File: src/pwf_pkg.sv
// Shared types and constants for the PID wall follower core.
// No dependencies; used by pwf_pid and pid_wall_follower_core.
package pwf_pkg;

  localparam int CFG_DIST_W  = 14;
  localparam int GAIN_W      = 20;
  localparam int IGAIN_W     = 16;
  localparam int SPEED_W     = 11;
  localparam int ANGLE_W     = 8;
  localparam int DEG_W       = 9;
  localparam int CFG_DATA_W  = 20;
  localparam int CFG_IDX_W   = 3;
  localparam int DIFF_W      = 18;
  localparam int ERR_W       = 16;
  localparam int SUM_W       = 32;
  localparam int CTL_W       = 50;
  localparam int CMD_IDX_W   = 2;
  localparam int CMD_CNT_W   = 3;

  localparam logic [CFG_DIST_W-1:0] TARGET_RST  = 14'd1000;
  localparam logic [CFG_DIST_W-1:0] WALL_RST    = 14'd1500;
  localparam logic [GAIN_W-1:0]     PROP_RST    = 20'd65536;
  localparam logic [IGAIN_W-1:0]    INT_RST     = 16'd66;
  localparam logic [GAIN_W-1:0]     DERIV_RST   = 20'd104858;
  localparam logic [SPEED_W-1:0]    CRUISE_RST  = 11'd200;
  localparam logic [SPEED_W-1:0]    WANDER_RST  = 11'd300;
  localparam logic [ANGLE_W-1:0]    TURN_RST    = 8'd45;

  typedef enum logic [CFG_IDX_W-1:0] {
    REG_TARGET = 3'd0,
    REG_WALL   = 3'd1,
    REG_PROP   = 3'd2,
    REG_INT    = 3'd3,
    REG_DERIV  = 3'd4,
    REG_CRUISE = 3'd5,
    REG_WANDER = 3'd6,
    REG_TURN   = 3'd7
  } cfg_reg_t;

  typedef enum logic [1:0] {
    IDLE_TURN_POS = 2'd0,
    IDLE_TURN_NEG = 2'd1,
    IDLE_WANDER   = 2'd2
  } idle_cmd_t;

  typedef enum logic [2:0] {
    CMD_STOP  = 3'd0,
    CMD_FTURN = 3'd1,
    CMD_LEFT  = 3'd2,
    CMD_RIGHT = 3'd3,
    CMD_IDLE  = 3'd4
  } cmd_t;

  localparam logic KIND_SPEED = 1'b0;
  localparam logic KIND_TURN  = 1'b1;

  typedef struct packed {
    logic      front_wall;
    logic      left_wall;
    logic      right_wall;
    idle_cmd_t idle_cmd;
  } tick_flags_t;

  // pipeline advance controls from the top level to the PID datapaths
  typedef struct packed {
    logic upd;
    logic ld2;
    logic ld3;
    logic ld4;
    logic ld5;
  } pwf_adv_t;

endpackage

File: src/pwf_pid.sv
// One side's PID loop: error/integral state, gain products, rounding and clamp.
// Depends on pwf_pkg; instantiated twice by pid_wall_follower_core.
module pwf_pid #(
  parameter int DISTANCE_BITS = 14
) (
  input  logic                                clk,
  input  logic                                rst_n,
  input  pwf_pkg::pwf_adv_t                   adv,
  input  logic                                wall,
  input  logic [DISTANCE_BITS-1:0]            reading,
  input  logic [pwf_pkg::CFG_DIST_W-1:0]      target,
  input  logic [pwf_pkg::GAIN_W-1:0]          prop,
  input  logic [pwf_pkg::IGAIN_W-1:0]         intg,
  input  logic [pwf_pkg::GAIN_W-1:0]          deriv,
  input  logic [pwf_pkg::SPEED_W-1:0]         cruise,
  output logic [pwf_pkg::SPEED_W-1:0]         red,
  output logic                                ctl_pos
);

  logic signed [pwf_pkg::SUM_W-1:0]  sum_r, sum_nxt;
  logic signed [pwf_pkg::ERR_W-1:0]  last_r;
  logic signed [pwf_pkg::DIFF_W-1:0] dist_diff;
  logic signed [pwf_pkg::ERR_W-1:0]  err;
  logic [pwf_pkg::SUM_W:0]           sum_ext;
  logic [pwf_pkg::ERR_W:0]           dd;

  logic signed [pwf_pkg::ERR_W-1:0]  err2_r;
  logic signed [pwf_pkg::SUM_W-1:0]  sum2_r;
  logic signed [pwf_pkg::ERR_W:0]    dd2_r;

  logic signed [36:0] p_prop, p_prop_r;
  logic signed [48:0] p_int, p_int_r;
  logic signed [37:0] p_der, p_der_r;

  logic [pwf_pkg::CTL_W-1:0] ctl_nxt, ctl_r, mag, rnd;
  logic [pwf_pkg::CTL_W-17:0] rq;
  logic [pwf_pkg::SPEED_W-1:0] red_nxt;

  assign dist_diff = $signed({{(pwf_pkg::DIFF_W-pwf_pkg::CFG_DIST_W){1'b0}}, target})
                   - $signed({{(pwf_pkg::DIFF_W-DISTANCE_BITS){1'b0}}, reading});

  always_comb begin
    if (dist_diff > 18'sd32767) begin
      err = 16'sh7FFF;
    end else if (dist_diff < -18'sd32768) begin
      err = 16'sh8000;
    end else begin
      err = dist_diff[pwf_pkg::ERR_W-1:0];
    end
  end

  assign sum_ext = {sum_r[pwf_pkg::SUM_W-1], sum_r}
                 + {{(pwf_pkg::SUM_W-pwf_pkg::ERR_W+1){err[pwf_pkg::ERR_W-1]}}, err};

  always_comb begin
    if (sum_ext[pwf_pkg::SUM_W] != sum_ext[pwf_pkg::SUM_W-1]) begin
      sum_nxt = sum_ext[pwf_pkg::SUM_W] ? 32'sh8000_0000 : 32'sh7FFF_FFFF;
    end else begin
      sum_nxt = sum_ext[pwf_pkg::SUM_W-1:0];
    end
  end

  assign dd = {err[pwf_pkg::ERR_W-1], err} - {last_r[pwf_pkg::ERR_W-1], last_r};

  always_ff @(posedge clk) begin
    if (!rst_n) begin
      sum_r  <= '0;
      last_r <= '0;
    end else if (adv.upd && wall) begin
      sum_r  <= sum_nxt;
      last_r <= err;
    end
  end

  // stage 2: error terms
  always_ff @(posedge clk) begin
    if (adv.ld2) begin
      err2_r <= err;
      sum2_r <= sum_nxt;
      dd2_r  <= dd;
    end
  end

  // stage 3: gain products
  assign p_prop = $signed({1'b0, prop}) * err2_r;
  assign p_int  = $signed({1'b0, intg}) * sum2_r;
  assign p_der  = $signed({1'b0, deriv}) * dd2_r;

  always_ff @(posedge clk) begin
    if (adv.ld3) begin
      p_prop_r <= p_prop;
      p_int_r  <= p_int;
      p_der_r  <= p_der;
    end
  end

  // stage 4: control value, Q.16
  assign ctl_nxt = {{13{p_prop_r[36]}}, p_prop_r}
                 + {p_int_r[48], p_int_r}
                 + {{12{p_der_r[37]}}, p_der_r};

  always_ff @(posedge clk) begin
    if (adv.ld4) begin
      ctl_r <= ctl_nxt;
    end
  end

  // stage 5: round magnitude, clamp to cruise
  assign mag = ctl_r[pwf_pkg::CTL_W-1] ? (~ctl_r + 50'd1) : ctl_r;
  assign rnd = mag + 50'd32768;
  assign rq  = rnd[pwf_pkg::CTL_W-1:16];

  always_comb begin
    if (rq > {{(pwf_pkg::CTL_W-16-pwf_pkg::SPEED_W){1'b0}}, cruise}) begin
      red_nxt = cruise;
    end else begin
      red_nxt = rq[pwf_pkg::SPEED_W-1:0];
    end
  end

  always_ff @(posedge clk) begin
    if (adv.ld5) begin
      red     <= red_nxt;
      ctl_pos <= !ctl_r[pwf_pkg::CTL_W-1] && (ctl_r != '0);
    end
  end

endmodule

File: config.mk
export PLATFORM = sky130hd
export DESIGN_NAME = pwf_pid
export DESIGN_NICKNAME = d
export VERILOG_FILES = /design/src/pwf_pkg.sv /design/src/pwf_pid.sv
export SDC_FILE = /design/constraint.sdc
export NUM_CORES = 2
export LEC_CHECK = 0
export BUFFER_PORTS_ARGS = -buffer_cell sky130_fd_sc_hd__buf_2
export CAP_MARGIN = 20
export CORE_ASPECT_RATIO = 0.7
export CORE_MARGIN = 4
export CORE_UTILIZATION = 45
export CTS_CLUSTER_SIZE = 16
export DETAILED_ROUTE_END_ITERATION = 6
export GPL_TIMING_DRIVEN = 0
export SLEW_MARGIN = 10
export SYNTH_ARGS = -nofsm -noshare
export SYNTH_HDL_FRONTEND = slang
export SYNTH_SLANG_ARGS = --single-unit
File: constraint.sdc
create_clock -name clk -period 18.6 [get_ports clk]
set_input_delay 3.72 -clock clk [delete_from_list [all_inputs] [get_ports clk]]
set_output_delay 3.72 -clock clk [all_outputs]
set_load 0.01 [all_outputs]
==> flow_summary_export.csv <==
group,metric,value,unit
sta,relSlewSlack,0.319,
floorplanning,core_region_area,127000,um2
floorplanning,rows,109,
logic_synthesis,avgSynthCellArea,9.24,um2
logic_synthesis,ys_ff_latch,299,
clock_network,clockBufferDepth,3,
min_path,hp-class,"register to register",
finish,layout_common_cells,"inv_1 (1369), fa_1 (1061), nand2_1 (845)",
critical_path,rrSetupSlack,9550,ps
critical_path,critPathLaunchType,"input port",
finish,multiInputGateArea,43500,um2
critical_path,worstSetupEndpointType,"register",
logic_synthesis,synth_cell_types,87,
critical_path,cp_slowest_cell,"a2111oi_0",
logic_synthesis,seq_area_frac_synth,0.146,
placement,gp_congestion,1.02,
finish,synthToLayoutAreaGrowth,7.01,%
logic_synthesis,yosysTopAreaCell,"fa_1",
logic_synthesis,synth.top_cells.by_area,"fa_1 (37%), edfxtp_1 (13%), ha_1 (11%)",
route,viasPerCell,5.31,
critical_path,path_common_cell,"fa_1",
logic_synthesis,syn-num-nets,7956,
route,dr.pass1.iters,5,
floorplanning,initial_core_util,0.456,
finish,num-fill-cells,12100,
logic_synthesis,syn_area,58100,um2
route,routedWlPerCell,20.8,um
sta,whs,454,ps
route,vias,43500,
status,outcome,"completed",
logic_synthesis,yosys_most_used_dff,"edfxtp_1",
floorplanning,die_width,437,um
sta,worst_pin_slew,1010,ps
clock_network,holdBufCountCts,0,
logic_synthesis,synth_edf_count,251,
clock_network,cts_num_sinks,299,
sta,skew,39.1,ps
critical_path,crit_fanout,10,
sta,rsz0062_at_grt,"no",
placement,io_buffers,113,
clock_network,numCtsBuffers,35,
grt,grt_max_degree,64,
sta,slew_viol_final,0,
floorplanning,io-pin-count,115,
sta,period_needed,11970,ps
grt,grt_antenna_before_repair,8,
route,drt_iter0_markers,3706,
clock_network,cts_root_buffer,"clkbuf_16",
clock_network,h-tree-depth,2,
logic_synthesis,yosys_warnings,0,
clock_network,cts.clk_slew.worst_paths,60,ps
sta,finalHoldViolations,0,
critical_path,worst_path_largest_cell_delay,760,ps
logic_synthesis,yosysTopAreaCellShare,0.366,
critical_path,required,18950,ps
logic_synthesis,synthArstFlopShare,0,
clock_network,cts_resized,0,
critical_path,critPathKind,"input port to register",
clock_network,cts_setup_buffers,0,
finish,stdcell_area,62200,um2
placement,place_area,60900,um2
route,drc_errors,0,
clock_network,insertion_delay,610,ps
finish,postLayoutCoreUtil,0.488,
floorplanning,die_area,135000,um2
finish,nNetsFinal,8109,
critical_path,path_cells,"buf_2 -> clkbuf_1 -> nand2_1 -> fa_1 -> fa_1 -> fa_1 -> inv_1 -> fa_1 -> fa_1 -> inv_1 -> fa_1 -> inv_1 -> ha_1 -> o21a_1 -> nor2_1 -> a2111oi_0 -> a41oi_1 -> o21ai_0 -> a31oi_1 -> o21ai_0 -> o221ai_1 -> a21oi_1 -> xor2_1",
logic_synthesis,synthCells,6289,
grt,grt_pass1_wl,266,mm
finish,layout-drive-gt1-share,0.0363,
route,routed_wl,170,mm
floorplanning,die_h,309,um
grt,track_usage,0.257,
sta,setup_violations,0,
placement,hpwl,143,mm
grt,grt_pass1_vias,44200,
sta,fin_crit_sh,0.643,
job,cap_viol_max_count,0,
finish,final_common_cell,"inv_1",
min_path,hold_depth,2,
clock_network,cts_tree,"yes",
critical_path,cp.arrival,12320,ps
critical_path,reg2regPathDepth,22,
finish,seq_area,8500,um2
sta,fin_tns_setup,0,ps
route,ant_nets,0,
sta,max_freq,83.6,MHz
grt,grt-ovfl-total,0,
worst max-delay path: cells and delay by family:
kind / cells / cell delay, ps
buffers and inverters: 5 / 1230
xor gates and xnor gates: 1 / 370
and+or+nand+nor: 2 / 230
AOI/OAI and AO/OA: 8 / 3110
adders and majority gates: 7 / 3640
metal layers:
metal  track usage  wire length [um]
met1         0.396             80200
met2         0.355             67200
met3        0.0802             18900
met4        0.0507              3880
met5             0                 0
metrics by stage:
step	cells	worst slack [ps]
after floorplan	6289	8560
after global placement	8122	6170
after detailed placement	8124	6260
after CTS	8186	6860
after global routing	8190	6290
final	8195	6630
final cells by class:
type,instances,area share
Inverter,1370,0.0827
Buffer,240,0.0155
Antenna cell,8,0.000322
Sequential cell,299,0.137
Clock inverter,20,0.00447
Clock buffer,42,0.0154
Timing Repair Buffer,116,0.0104
Multi-Input combinational cell,4380,0.700
Tap cell,1720,0.0346
kinds of logic after synthesis:
group | Yosys count | synth area share
mux | 18 | 0.00405
fa+ha+maj | 1564 | 0.474
xor+xnor | 250 | 0.0377
simple gates | 1863 | 0.156
flops | 299 | 0.146
compound gates | 685 | 0.0770
buf+inv | 1610 | 0.105
final timing paths:
check | startpoint | end
worst max-delay path | intg[2] | p_int_r[47]$_DFFE_PP_
worst max register to register | sum2_r[9]$_DFFE_PP_ | p_int_r[47]$_DFFE_PP_
worst min-delay path | last_r[13]$_SDFFE_PN0P_ | last_r[13]$_SDFFE_PN0P_
worst min register to register | last_r[13]$_SDFFE_PN0P_ | last_r[13]$_SDFFE_PN0P_
registers in the layout (all words and copies together), names as in the netlist:
name / flops
p_prop_r: 37
dd2_r: 17
sum_r: 32
err2_r: 16
sum2_r: 32
red: 11
p_der_r: 38
p_int_r: 49
last_r: 16
ctl_r: 50
ctl_pos: 1
Yosys cell counts (all sizes together) (7+ instances only):
library cell,count
or3,25
a21oi,183
nor2,211
xor2,67
o41ai,10
and3,28
a31oi,23
buf,15
a21o,78
nand2,845
or2,14
inv,1369
edfxtp,251
nand3,51
clkbuf,225
o21a,33
o2111ai,8
o22ai,9
and2,477
xnor2,183
ha,503
nor2b,30
mux2,14
o211ai,11
nor4,13
a21boi,30
a2111oi,8
o21bai,28
o21ai,144
o31ai,17
a211o,12
a41oi,13
nor3,58
fa,1061
a211oi,25
nand2b,46
nand4,30
and4,8
dfxtp,48
nor3b,7
Power is not shown: default switching activity piles up to over one toggle a cycle in this logic, so the estimate is an artifact.
